**src/rtl/core/mqtc_pkg.sv**
```systemverilog
// Shared types and constants of the multilevel queue time calculator.
// Holds field widths, operation and status codes, beat payloads and the
// controller/datapath command and status structs. No dependencies.
package mqtc_pkg;

  // Table depth default for the top level
  localparam int DEF_MAX_ENTRIES = 16;

  // Field widths
  localparam int FUNC_W   = 2;
  localparam int BURST_W  = 16;
  localparam int LEVEL_W  = 2;
  localparam int TID_W    = 8;
  localparam int STATUS_W = 2;
  localparam int ID_W     = 5;
  localparam int TIME_W   = 20;

  localparam int NUM_LEVELS = 3;
  localparam int FIRST_ID   = 1;

  // Operation codes
  localparam logic [FUNC_W-1:0] FUNC_CREATE = 2'd0;
  localparam logic [FUNC_W-1:0] FUNC_TERM   = 2'd1;
  localparam logic [FUNC_W-1:0] FUNC_CALC   = 2'd2;

  // Result status codes
  localparam logic [STATUS_W-1:0] ST_OK        = 2'd0;
  localparam logic [STATUS_W-1:0] ST_FULL      = 2'd1;
  localparam logic [STATUS_W-1:0] ST_NOT_FOUND = 2'd2;
  localparam logic [STATUS_W-1:0] ST_EMPTY     = 2'd3;

  // Queue levels walked by a calculate
  localparam logic [LEVEL_W-1:0] LVL_FIRST = LEVEL_W'(1);
  localparam logic [LEVEL_W-1:0] LVL_LAST  = LEVEL_W'(NUM_LEVELS);

  localparam logic [TIME_W-1:0] TIME_MAX = {TIME_W{1'b1}};

  // Input beat payload
  typedef struct packed {
    logic [FUNC_W-1:0]  func;
    logic [BURST_W-1:0] burst_len;
    logic [LEVEL_W-1:0] queue_level;
    logic [TID_W-1:0]   target_id;
  } in_item_t;

  // Result beat payload
  typedef struct packed {
    logic [STATUS_W-1:0] status;
    logic [ID_W-1:0]     proc_id;
    logic [TIME_W-1:0]   wait_time;
    logic [TIME_W-1:0]   finish_time;
    logic                last;
  } out_item_t;

  // Controller to datapath
  typedef struct packed {
    logic accept;     // latch input beat, reset scan state
    logic single_op;  // execute create / terminate, load result
    logic next_lvl;   // move scan to next level, slot 0
    logic skip;       // current slot not reported, advance
    logic take;       // current slot reported, advance
    logic finish;     // flush last result of a calculate
  } cmd_t;

  // Datapath to controller
  typedef struct packed {
    logic scan_end;   // slot index reached entry count
    logic lvl_last;   // walking the lowest level
    logic match;      // current slot is active on the current level
    logic pend_v;     // a reported entry waits in the pending register
    logic out_free;   // output register can take a beat this cycle
  } stat_t;

endpackage

```
**src/rtl/core/mqtc_in_if.sv**
```systemverilog
// Input channel of the queue time calculator: valid/ready plus payload.
// Depends on mqtc_pkg.
interface mqtc_in_if;
  import mqtc_pkg::*;

  logic     valid;
  logic     ready;
  in_item_t data;

  modport source (output valid, output data, input ready);
  modport sink   (input valid, input data, output ready);
endinterface

```
**src/rtl/core/mqtc_out_if.sv**
```systemverilog
// Result channel of the queue time calculator: valid/ready plus payload.
// Depends on mqtc_pkg.
interface mqtc_out_if;
  import mqtc_pkg::*;

  logic      valid;
  logic      ready;
  out_item_t data;

  modport source (output valid, output data, input ready);
  modport sink   (input valid, input data, output ready);
endinterface

```
**src/rtl/core/mqtc_ctrl.sv**
```systemverilog
// Controller of the queue time calculator: sequences create, terminate and
// the level-by-level scan of a calculate. Depends on mqtc_pkg.
module mqtc_ctrl (
  input  logic                      clk,
  input  logic                      rst_n,
  input  logic                      in_valid_i,
  input  logic [mqtc_pkg::FUNC_W-1:0] in_func_i,
  output logic                      in_ready_o,
  input  mqtc_pkg::stat_t           stat_i,
  output mqtc_pkg::cmd_t            cmd_o
);
  import mqtc_pkg::*;

  typedef enum logic [2:0] {
    S_IDLE,
    S_SINGLE,
    S_RD,
    S_CHK,
    S_FIN
  } state_t;

  state_t state_r, state_nxt;

  // Next state and commands
  always_comb begin
    state_nxt  = state_r;
    cmd_o      = '0;
    in_ready_o = (state_r == S_IDLE);
    case (state_r)
      S_IDLE: begin
        if (in_valid_i) begin
          cmd_o.accept = 1'b1;
          case (in_func_i)
            FUNC_CREATE, FUNC_TERM: state_nxt = S_SINGLE;
            FUNC_CALC:              state_nxt = S_RD;
            default:                state_nxt = S_IDLE;  // unused code: dropped
          endcase
        end
      end
      S_SINGLE: begin
        if (stat_i.out_free) begin
          cmd_o.single_op = 1'b1;
          state_nxt       = S_IDLE;
        end
      end
      // table read in flight for the current slot
      S_RD: begin
        if (stat_i.scan_end) begin
          if (stat_i.lvl_last) begin
            state_nxt = S_FIN;
          end else begin
            cmd_o.next_lvl = 1'b1;
          end
        end else begin
          state_nxt = S_CHK;
        end
      end
      S_CHK: begin
        if (!stat_i.match) begin
          cmd_o.skip = 1'b1;
          state_nxt  = S_RD;
        end else if (!stat_i.pend_v || stat_i.out_free) begin
          cmd_o.take = 1'b1;
          state_nxt  = S_RD;
        end
      end
      S_FIN: begin
        if (stat_i.out_free) begin
          cmd_o.finish = 1'b1;
          state_nxt    = S_IDLE;
        end
      end
      default: state_nxt = S_IDLE;
    endcase
  end

  always_ff @(posedge clk) begin
    if (!rst_n) begin
      state_r <= S_IDLE;
    end else begin
      state_r <= state_nxt;
    end
  end

endmodule

```
**src/rtl/core/mqtc_dp.sv**
```systemverilog
// Datapath of the queue time calculator: entry table, active bits, scan
// counters, running time sum, pending and output registers.
// Depends on mqtc_pkg; driven by mqtc_ctrl.
module mqtc_dp #(
  parameter int MAX_ENTRIES = mqtc_pkg::DEF_MAX_ENTRIES
) (
  input  logic                clk,
  input  logic                rst_n,
  input  mqtc_pkg::in_item_t  in_data_i,
  input  mqtc_pkg::cmd_t      cmd_i,
  output mqtc_pkg::stat_t     stat_o,
  output logic                out_valid_o,
  output mqtc_pkg::out_item_t out_data_o,
  input  logic                out_ready_i
);
  import mqtc_pkg::*;

  localparam int AW    = (MAX_ENTRIES > 1) ? $clog2(MAX_ENTRIES) : 1;
  localparam int CW    = $clog2(MAX_ENTRIES + 1);
  localparam int CMPW  = (TID_W > CW) ? TID_W : CW;
  localparam int ENT_W = BURST_W + LEVEL_W;

  // Entry table: {level, burst}, contents valid only once written
  logic [ENT_W-1:0]       mem_r [MAX_ENTRIES];
  logic [ENT_W-1:0]       rd_q_r;
  logic [MAX_ENTRIES-1:0] active_r;
  logic [CW-1:0]          count_r;

  in_item_t               item_r;
  logic [CW-1:0]          idx_r;
  logic [LEVEL_W-1:0]     lvl_r;
  logic [TIME_W-1:0]      now_r;
  logic                   pend_v_r;
  out_item_t              pend_r;
  logic                   out_v_r, out_v_nxt;
  out_item_t              out_r, out_nxt;
  logic                   load_out;

  logic                   full;
  logic [ID_W-1:0]        new_id;
  logic [TID_W-1:0]       tgt_slot;
  logic                   term_hit;
  logic [LEVEL_W-1:0]     rd_level;
  logic [BURST_W-1:0]     rd_burst;
  logic [TIME_W:0]        fin_sum;
  logic [TIME_W-1:0]      fin_sat;
  logic                   match;
  logic                   do_create, do_term;

  // Create / terminate decode
  assign full      = (count_r == CW'(MAX_ENTRIES));
  assign new_id    = ID_W'({1'b0, count_r} + (CW+1)'(FIRST_ID));
  assign tgt_slot  = item_r.target_id - TID_W'(FIRST_ID);
  assign term_hit  = (item_r.target_id != '0) &&
                     (CMPW'(tgt_slot) < CMPW'(count_r)) &&
                     active_r[tgt_slot[AW-1:0]];
  assign do_create = cmd_i.single_op && (item_r.func == FUNC_CREATE) && !full;
  assign do_term   = cmd_i.single_op && (item_r.func == FUNC_TERM) && term_hit;

  // Scan check on the registered table read
  assign rd_level = rd_q_r[BURST_W +: LEVEL_W];
  assign rd_burst = rd_q_r[BURST_W-1:0];
  assign match    = active_r[idx_r[AW-1:0]] && (rd_level == lvl_r);
  assign fin_sum  = {1'b0, now_r} + (TIME_W+1)'(rd_burst);
  assign fin_sat  = fin_sum[TIME_W] ? TIME_MAX : fin_sum[TIME_W-1:0];

  assign stat_o.scan_end = (idx_r == count_r);
  assign stat_o.lvl_last = (lvl_r == LVL_LAST);
  assign stat_o.match    = match;
  assign stat_o.pend_v   = pend_v_r;
  assign stat_o.out_free = !out_v_r || out_ready_i;

  // Output register load
  always_comb begin
    load_out = 1'b0;
    out_nxt  = out_r;
    if (cmd_i.single_op) begin
      load_out = 1'b1;
      out_nxt  = '{status: ST_OK, proc_id: '0, wait_time: '0,
                   finish_time: '0, last: 1'b1};
      if (item_r.func == FUNC_CREATE) begin
        if (full) begin
          out_nxt.status = ST_FULL;
        end else begin
          out_nxt.proc_id = new_id;
        end
      end else if (!term_hit) begin
        out_nxt.status = ST_NOT_FOUND;
      end
    end else if (cmd_i.take && pend_v_r) begin
      load_out = 1'b1;
      out_nxt  = pend_r;
    end else if (cmd_i.finish) begin
      load_out = 1'b1;
      if (pend_v_r) begin
        out_nxt      = pend_r;
        out_nxt.last = 1'b1;
      end else begin
        out_nxt = '{status: ST_EMPTY, proc_id: '0, wait_time: '0,
                    finish_time: '0, last: 1'b1};
      end
    end
    out_v_nxt = load_out ? 1'b1 : (out_ready_i ? 1'b0 : out_v_r);
  end

  // Table memory: write on create, read the scan slot every cycle
  always_ff @(posedge clk) begin
    if (do_create) begin
      mem_r[count_r[AW-1:0]] <= {item_r.queue_level, item_r.burst_len};
    end
    rd_q_r <= mem_r[idx_r[AW-1:0]];
  end

  // Control state
  always_ff @(posedge clk) begin
    if (!rst_n) begin
      active_r <= '0;
      count_r  <= '0;
      idx_r    <= '0;
      lvl_r    <= LVL_FIRST;
      pend_v_r <= 1'b0;
      out_v_r  <= 1'b0;
    end else begin
      out_v_r <= out_v_nxt;
      if (do_create) begin
        active_r[count_r[AW-1:0]] <= 1'b1;
        count_r                   <= count_r + CW'(1);
      end
      if (do_term) begin
        active_r[tgt_slot[AW-1:0]] <= 1'b0;
      end
      if (cmd_i.accept) begin
        idx_r    <= '0;
        lvl_r    <= LVL_FIRST;
        pend_v_r <= 1'b0;
      end else if (cmd_i.next_lvl) begin
        idx_r <= '0;
        lvl_r <= lvl_r + LEVEL_W'(1);
      end else if (cmd_i.skip || cmd_i.take) begin
        idx_r <= idx_r + CW'(1);
      end
      if (cmd_i.take) begin
        pend_v_r <= 1'b1;
      end
    end
  end

  // Payload registers
  always_ff @(posedge clk) begin
    if (cmd_i.accept) begin
      item_r <= in_data_i;
      now_r  <= '0;
    end
    if (cmd_i.take) begin
      now_r  <= fin_sat;
      pend_r <= '{status: ST_OK,
                  proc_id: ID_W'({1'b0, idx_r} + (CW+1)'(FIRST_ID)),
                  wait_time: now_r, finish_time: fin_sat, last: 1'b0};
    end
    if (load_out) begin
      out_r <= out_nxt;
    end
  end

  assign out_valid_o = out_v_r;
  assign out_data_o  = out_r;

endmodule

```
**src/rtl/core/multilevel_queue_time_calc_top.sv**
```systemverilog
// Top level of the multilevel queue time calculator (FCFS per level).
// Depends on mqtc_pkg, mqtc_in_if, mqtc_out_if, mqtc_ctrl and mqtc_dp.
//
//   Channel  Dir  Handshake    Beat contents
//   in_ch    in   valid/ready  func, burst_len, queue_level, target_id
//   out_ch   out  valid/ready  status, proc_id, wait_time, finish_time, last
//
// Create and terminate load their result into the output register from
// the single-op state once that register is free. Calculate reads, then
// checks, each table slot in use, on each level in turn.
// One item is worked at a time; the next is accepted while its last result
// still waits in the output register. A stalled output holds the scan.
// Reset clears the active bits, entry count and control; no clearing pass.
module multilevel_queue_time_calc_top #(
  parameter int MAX_ENTRIES = mqtc_pkg::DEF_MAX_ENTRIES
) (
  input  logic        clk,
  input  logic        rst_n,
  mqtc_in_if.sink     in_ch,
  mqtc_out_if.source  out_ch
);
  import mqtc_pkg::*;

  cmd_t  cmd;
  stat_t stat;

  mqtc_ctrl u_ctrl (
    .clk        (clk),
    .rst_n      (rst_n),
    .in_valid_i (in_ch.valid),
    .in_func_i  (in_ch.data.func),
    .in_ready_o (in_ch.ready),
    .stat_i     (stat),
    .cmd_o      (cmd)
  );

  mqtc_dp #(
    .MAX_ENTRIES (MAX_ENTRIES)
  ) u_dp (
    .clk         (clk),
    .rst_n       (rst_n),
    .in_data_i   (in_ch.data),
    .cmd_i       (cmd),
    .stat_o      (stat),
    .out_valid_o (out_ch.valid),
    .out_data_o  (out_ch.data),
    .out_ready_i (out_ch.ready)
  );

  // At most one datapath command per cycle
  a_cmd_onehot: assert property (@(posedge clk) disable iff (!rst_n)
    $onehot0(cmd))
    else $error("controller issued more than one command");

  // A taken entry never overwrites a result the sink has not taken
  a_take_room: assert property (@(posedge clk) disable iff (!rst_n)
    (cmd.take && stat.pend_v) |-> stat.out_free)
    else $error("pending result pushed into a busy output register");

  // Error and empty results always close their item
  a_err_last: assert property (@(posedge clk) disable iff (!rst_n)
    (out_ch.valid && out_ch.data.status != ST_OK) |-> out_ch.data.last)
    else $error("non-ok result without last");

  // Turnaround never below waiting time
  a_time_order: assert property (@(posedge clk) disable iff (!rst_n)
    out_ch.valid |-> (out_ch.data.finish_time >= out_ch.data.wait_time))
    else $error("finish time below wait time");

endmodule
```
**src/flat_wrapper.sv**
```systemverilog
// flat-port wrapper written by rule: the top's interface ports become plain ports
module multilevel_queue_time_calc_top_flat import mqtc_pkg::*;
#(
  parameter int MAX_ENTRIES = mqtc_pkg::DEF_MAX_ENTRIES
)
  (clk, rst_n, in_ch_valid, in_ch_data, in_ch_ready, out_ch_valid, out_ch_data, out_ch_ready);
  mqtc_in_if in_ch_i ();
  mqtc_out_if out_ch_i ();
  input  logic clk;
  input  logic rst_n;
  input wire logic [$bits(in_ch_i.valid)-1:0] in_ch_valid;
  input wire logic [$bits(in_ch_i.data)-1:0] in_ch_data;
  output wire logic [$bits(in_ch_i.ready)-1:0] in_ch_ready;
  output wire logic [$bits(out_ch_i.valid)-1:0] out_ch_valid;
  output wire logic [$bits(out_ch_i.data)-1:0] out_ch_data;
  input wire logic [$bits(out_ch_i.ready)-1:0] out_ch_ready;
  assign in_ch_i.valid = in_ch_valid;
  assign in_ch_i.data = in_ch_data;
  assign in_ch_ready = in_ch_i.ready;
  assign out_ch_valid = out_ch_i.valid;
  assign out_ch_data = out_ch_i.data;
  assign out_ch_i.ready = out_ch_ready;
  multilevel_queue_time_calc_top #(.MAX_ENTRIES(MAX_ENTRIES)) u_core (.clk(clk), .rst_n(rst_n), .in_ch(in_ch_i), .out_ch(out_ch_i));
endmodule
```
**config.mk**
```make
export PLATFORM = sky130hd
export DESIGN_NAME = multilevel_queue_time_calc_top_flat
export DESIGN_NICKNAME = d
export VERILOG_FILES = /design/src/rtl/core/mqtc_pkg.sv /design/src/rtl/core/mqtc_in_if.sv /design/src/rtl/core/mqtc_out_if.sv /design/src/rtl/core/mqtc_ctrl.sv /design/src/rtl/core/mqtc_dp.sv /design/src/rtl/core/multilevel_queue_time_calc_top.sv /design/src/flat_wrapper.sv
export SDC_FILE = /design/constraint.sdc
export NUM_CORES = 1
export LEC_CHECK = 0
export ABC_AREA = 1
export ABC_CLOCK_PERIOD_IN_PS = 4600
export BUFFER_PORTS_ARGS = -buffer_cell sky130_fd_sc_hd__buf_2
export CORE_ASPECT_RATIO = 1.5
export CORE_MARGIN = 2
export CORE_UTILIZATION = 56
export DETAILED_ROUTE_END_ITERATION = 16
export HOLD_SLACK_MARGIN = 0.06
export PLACE_DENSITY = 0.76
export SETUP_SLACK_MARGIN = 0.2
export SLEW_MARGIN = 20
export SYNTH_ARGS = -nofsm -noshare
export SYNTH_HDL_FRONTEND = slang
export SYNTH_SLANG_ARGS = --single-unit
```
**constraint.sdc**
```tcl
create_clock -name clk -period 4.6 [get_ports clk]
set_input_delay 0.92 -clock clk [delete_from_list [all_inputs] [get_ports clk]]
set_output_delay 0.92 -clock clk [all_outputs]
set_load 0.05 [all_outputs]
```
==> results of run 1 <==
-- final timing paths --
kind                                                to  slack (ps)  cells after the start
worst max-delay path            u_core.u_dp.pend_r[24]        1210                     11
worst min-delay path            u_core.u_dp.pend_r[31]         460                      0
worst max register to register  u_core.u_dp.pend_r[24]        1210                     11
worst min register to register  u_core.u_dp.pend_r[31]         460                      0
-- cell usage in the layout (no fill, tap or decap), drive strengths merged --
cell,Yosys,layout
nor4,1,1
nand4,27,27
or2,1,1
clkbuf,45,55
xnor2,5,5
o21bai,2,2
fa,1,1
and2,1,1
bufinv,0,5
a31o,1,1
a21o,3,3
edfxtp,429,429
nand2,245,245
buf,38,101
nand3,84,84
nor2,266,266
nor3,7,7
xor2,12,12
o221ai,29,29
inv,100,100
o21ai,177,177
clkinvlp,0,2
clkinv,3,18
a211oi,1,1
o21a,16,16
ha,31,31
a21oi,51,51
dfxtp,51,51
o22ai,44,44
o211ai,10,10
nor3b,1,1
a31oi,5,5
-- cell usage after synthesis, drive strengths merged --
master / instances / area (um2)
edfxtp: 429 / 12900
nor2: 266 / 1040
nand2: 245 / 978
o21ai: 177 / 893
inv: 100 / 380
nand3: 84 / 463
a21oi: 51 / 285
dfxtp: 51 / 1020
clkbuf: 45 / 169
o22ai: 44 / 275
buf: 38 / 253
ha: 31 / 388
o221ai: 29 / 254
nand4: 27 / 205
o21a: 16 / 120
xor2: 12 / 105
o211ai: 10 / 75.1
nor3: 7 / 45.0
a31oi: 5 / 56.3
xnor2: 5 / 43.8
a21o: 3 / 22.5
clkinv: 3 / 25.0
o21bai: 2 / 15.0
a211oi: 1 / 7.51
a31o: 1 / 8.76
and2: 1 / 6.26
fa: 1 / 20.0
nor3b: 1 / 12.5
nor4: 1 / 6.26
or2: 1 / 6.26
-- stage by stage --
step | power [mW] | hold slack [ps] | worst slack [ps]
2_1_floorplan | 8.28 | 431 | 1000
3_3_place_gp | 9.29 | 441 | 1080
3_5_place_dp | 9.33 | 447 | 948
4_1_cts | 12.9 | 462 | 1230
5_1_grt | 13.4 | 480 | 974
6_report | 12.8 | 461 | 1210
-- logic make-up after synthesis --
kind of cell               after synthesis
buffers and inverters                  186
xor gates and xnor gates                17
DFF                                    480
and+or+nand+nor                        633
AOI/OAI and AO/OA                      339
adders and majority gates               32
-- per-layer routing --
metal | part of all wire | up-vias
met5 | 0 | -
met4 | 0.051 | 0
met3 | 0.068 | 126
met2 | 0.52 | 630
met1 | 0.37 | 6403
li1 | - | 6135
-- registers in the layout, summed over array words and instances (netlist names), 2 cells and up --
register                cells
u_core.u_dp.mem_r         288
u_core.u_dp.out_data_o     48
u_core.u_dp.pend_r         45
u_core.u_dp.item_r         28
u_core.u_dp.now_r          20
u_core.u_dp.rd_q_r         18
u_core.u_dp.active_r       16
u_core.u_dp.count_r         5
u_core.u_dp.idx_r           5
u_core.u_ctrl.state_r       3
u_core.u_dp.lvl_r           2
-- cell type report --
cell class	instances	area share
sequential	480	0.626
multi-input combinational	1021	0.242
clock buffer	55	0.0514
tap	473	0.0266
timing repair buffer	101	0.0250
inverter	103	0.0183
clock inverter	22	0.0110
-- report_power, final --
part           switching (mW)  leakage, nW  internal, mW
clock                    1.54        0.679          2.04
combinational            2.44         2.99         0.787
sequential              0.494         4.33          5.54
total                    4.47         8.01          8.37
==> run summary, run 1 <==
Placed Instance Area = 20800 um2
num ports = 82
sequential cell area = 13900 um2
buffers from clock root to sink, at most = 3
Post-Synth XOR/XNOR Area = 0.00742
Nets = 1813
Leak = 8.01 nW
Final ANT Viol Nets = 0
arrival time of data at the critical path endpoint = 3560 ps
starting density of the core = 0.570
Simple-Gate Fraction of Synth Area = 0.138
H-tree Lvls = 2
arithmetic-cell share of the synthesized area counting full adders, half adders and majority gates = 0.0203
proportion of synthesized area in mux cells = 0
largest fanout on the critical path = 48
GRT met1 Usage = 0.325
first-pass GRT wire length = 73700 um
fraction of final layout cells sized beyond drive strength 1 = 0.139
number of antenna cells inserted = 0
DIE HEIGHT = 236 um
Setup violations, final = 0
count of clock tree sinks = 480
synthesized netlist net count = 1751
result of the run = complete, no violations
origin of the worst setup path = u_core.u_dp.idx_r[0]
global router's overall resource usage = 0.261
power density over the cells = 577 nW/um2
Crit path max-delay family = buffers and inverters
number of pins with negative max-slew slack in the final report = 0
post-synthesis cell type count = 51
dominant combinational cell family by area after synthesis = simple AND/OR/NAND/NOR gates
CTS tree = yes
worst r2r src = u_core.u_dp.idx_r[0]
final core utilization = 0.631
critical path cell sequence = clkinv_2, nand2_1, nand3_1, nand2_1, nand2_1, nand2_1, inv_1, nand2_2, nand3_2, buf_4, inv_2
critical path startpoint category = flop
layout-stage area growth over the synthesis result = 10.8%
PostCTS Resize Cnt = 0
count of hold-fix buffers inserted at cts = 0
placed wire-length estimate = 31900 um
Die Width = 159 um
GR met2 Demand/Resource = 0.450
clock buffer count from CTS = 42
part of the cycle the worst path needs = 0.737
Min-Delay Path Class = reg -> reg
area enclosed by the die boundary = 37400 um2
Synth Area per Inst = 11.9 um2
Residual DRC = 0
RSZ-0062 raised after global routing = false
placed cells = 2178
number of filler instances in the final layout = 2647
number of cells in the finished layout apart from fillers = 2255
Final Hold Fails = 0
Detailed Route Iter0 Violations = 1605
area occupied by multi-input gates = 5390 um2
average detailed-routed wire length per instance = 21.3 um
Setup Crit Path Kind = reg -> reg
Clk Latency, worst-skew pair = 550 ps
data required time at the worst endpoint = 4770 ps
Compound-Gate Fraction of Synth Area = 0.100
CTS clk-pin slew, worst paths = 60 ps
number of antenna violations at the first check in global routing = 0
most used cell along the critical path = nand2_1
transition time at the pin with the least slew margin = 1150 ps
post-CTS setup repair buffer count = 0
startpoint of the lowest-slack hold path = u_core.u_dp.now_r[10]
total wirelength of the detailed-routed design = 48100 um
Avg Vias per Cell = 5.90
number of standard cells after synthesis = 1687
Routability Congestion = 0.944
via count of the first global-routing pass = 12800
biggest cell delay along the critical path = 730 ps
mapped cell area = 20100 um2
Fin Clk Skew = 19.9 ps
worst IR drop on VDD = 0.394 mV
minimum period implied by the final worst setup slack = 3390 ps
maximum capacitance violations = 0
post-route standard cell area excluding fillers = 22200 um2
Most Crowded Layer GR = met2
number of vias after detailed routing = 13300
YS warnings = 0
clock root buffer = clkbuf_16
global routing usage on met3 = 0.0323
total negative slack for setup checks = 0 ps
pin count of the biggest net entering global routing = 73
sum of buffers and inverters on the critical path = 4
critical path capture point type = flop
Max Clock Freq = 295 MHz
global route overflow = 0
core area = 35200 um2
Seq cells post-synth = 480
share of the yosys chip area belonging to registers = 0.693
Max transition margin = 0.233
number of search-and-repair iterations in the first detailed-routing pass = 5
FP Rows = 84
IO buf count = 81
CP max-delay cell = inv_2
Note: power is estimated with default switching activity, not from simulation.
==> inputs of run 2 (changes only) <==
--- a/config.mk
+++ b/config.mk
@@ -6,7 +6,7 @@
 export NUM_CORES = 1
 export LEC_CHECK = 0
 export ABC_AREA = 1
-export ABC_CLOCK_PERIOD_IN_PS = 4600
+export ABC_CLOCK_PERIOD_IN_PS = 2950
 export BUFFER_PORTS_ARGS = -buffer_cell sky130_fd_sc_hd__buf_2
 export CORE_ASPECT_RATIO = 1.5
 export CORE_MARGIN = 2
==> constraint.sdc (replaced) <==
create_clock -name clk -period 2.95 [get_ports clk]
set_input_delay 0.59 -clock clk [delete_from_list [all_inputs] [get_ports clk]]
set_output_delay 0.59 -clock clk [all_outputs]
set_load 0.05 [all_outputs]
==> run summary, run 2 (synthesis gave the netlist of run 1 again) <==
result of the run = complete, no violations
Min-Delay Path Class = in -> reg
placed wire-length estimate = 29800 um
CTS clk-pin slew, worst paths = 60 ps
part of the cycle the worst path needs = 0.876
Final Hold Fails = 0
clock buffer count from CTS = 43
num ports = 82
terminating pin of the worst hold path = u_core.u_dp.item_r[13]
Worst R2R Setup Slack = 370 ps
number of vias after detailed routing = 13300
Setup Crit Path Kind = reg -> reg
most common library cell in the layout ignoring fill and taps = edfxtp_1
arrival time of data at the critical path endpoint = 3050 ps
Max transition margin = 0.451
Post-Place Worst Slack = 427 ps
starting density of the core = 0.570
fin worst setup slack = 367 ps
transition time at the pin with the least slew margin = 823 ps
count of cells along the worst register-to-register path = 6
fraction of final layout cells sized beyond drive strength 1 = 0.154
GR met2 Demand/Resource = 0.435
data required time at the worst endpoint = 3410 ps
minimum period implied by the final worst setup slack = 2580 ps
critical path startpoint category = flop
Setup violations, final = 0
commonest non-fill, non-tap cells in the layout = edfxtp_1, nor2_1, nand2_1, o21ai_0, inv_1
worst r2r src = u_core.u_dp.idx_r[0]
core area = 35200 um2
RSZ-0062 raised after global routing = false
startpoint of the lowest-slack hold path = in_ch_data[13]
global router's overall resource usage = 0.254
worst IR drop on VDD = 0.601 mV
Crit path max-delay family = buffers and inverters
total negative slack for setup checks = 0 ps
CTS tree = yes
first-pass GRT wire length = 72300 um
pin count of the biggest net entering global routing = 79
terminus of the critical flop-to-flop path = u_core.u_dp.rd_q_r[1]
relative contribution of the clock network to total power = 0.287
number of pins with negative max-slew slack in the final report = 0
Clk Latency, worst-skew pair = 560 ps
number of filler instances in the final layout = 2582
power share of the sequential group = 0.463
internal cell power = 13.2 mW
power spent charging and discharging nets = 6.80 mW
Most Crowded Layer GR = met2
power density over the cells = 887 nW/um2
H-tree Lvls = 2
flip-flop count of the largest register after layout = 288
via count of the first global-routing pass = 13200
count of clock tree sinks = 480
global route overflow = 0
GRT met1 Usage = 0.310
Net Sw Frac = 0.339
average detailed-routed wire length per instance = 20.5 um
biggest cell delay along the critical path = 640 ps
number of antenna violations at the first check in global routing = 1
FP Rows = 84
DIE HEIGHT = 236 um
CP max-delay cell = dfxtp_4
IO buf count = 81
layout-stage area growth over the synthesis result = 12.7%
Avg Vias per Cell = 5.84
clock root buffer = clkbuf_16
Nets = 1841
Detailed Route Iter0 Violations = 1228
critical path cell sequence = buf_4, buf_4, o21ai_0, o221ai_1, nand3_1, nand3_1
Die Width = 159 um
Leak = 8.21 nW
sequential cell area = 13900 um2
maximum capacitance violations = 0
Routability Congestion = 0.984
sum of buffers and inverters on the critical path = 2
Fin Clk Skew = 23.6 ps
Residual DRC = 0
largest fanout on the critical path = 50
number of search-and-repair iterations in the first detailed-routing pass = 6
count of hold-fix buffers inserted at cts = 0
Max Clock Freq = 387 MHz
area enclosed by the die boundary = 37400 um2
total wirelength of the detailed-routed design = 46900 um
global routing usage on met3 = 0.0367
overall power of the completed layout = 20.0 mW
buffers from clock root to sink, at most = 3
Logic pwr share = 0.250
area occupied by multi-input gates = 5390 um2
Final ANT Viol Nets = 0
critical path capture point type = flop
Cells on Worst Hold Path = 1
-- run 2: how the worst max path moves through the flow --
| stage | from | to | slack (ps) | depth (start not counted) |
|---|---|---|---|---|
| after floorplan | u_core.u_ctrl.state_r[2] | u_core.u_dp.now_r[0] | 400 | 7 |
| after global placement | u_core.u_dp.now_r[0] | u_core.u_dp.now_r[14] | 490 | 11 |
| after detailed placement | u_core.u_dp.item_r[1] | u_core.u_dp.out_data_o[47] | 430 | 12 |
| after CTS | u_core.u_dp.idx_r[0] | u_core.u_dp.rd_q_r[1] | 380 | 6 |
| after global routing | u_core.u_dp.item_r[1] | u_core.u_dp.out_data_o[47] | 200 | 10 |
| final | u_core.u_dp.idx_r[0] | u_core.u_dp.rd_q_r[1] | 370 | 6 |
-- run 2: per-layer routing --
layer  part of all wire  vias up
li1                   -     6190
met1               0.37     6435
met2               0.51      570
met3              0.063      144
met4              0.052        0
met5                  0        -
-- run 2: layout make-up --
type,count,share of cell area
multi-input cells,1021,0.238
inverters,103,0.0180
clock inverters,23,0.0123
diodes,2,0.000221
repair buffers,128,0.0380
flip-flops and latches,480,0.615
well taps,473,0.0262
clock buffers,56,0.0520
-- run 2: stage by stage --
step            util  area (um2)  hold slack (ps)  instances
2_1_floorplan      -       20100              431       1687
3_3_place_gp   0.600       21100              449       2203
3_5_place_dp   0.600       21100              450       2203
4_1_cts        0.641       22600              183       2282
5_1_grt        0.642       22600              186       2284
6_report       0.642       22600              200       2286
-- run 2: power groups by stage --
stage	Sequential, mW	Combinational [mW]	Clock [mW]
global placement	9.39	4.94	0
CTS	9.28	5.01	5.82
floorplan	10.3	2.61	0
detailed placement	9.42	4.99	0
global route	9.38	5.47	6.07
finish	9.28	5.02	5.75
-- run 2: repair_timing --
| item | CTS | global route |
|---|---|---|
| endpoints found under the setup margin | 0 | 4 |
| gates resized for setup | 0 | 0 |
| setup buffers | 0 | 2 |
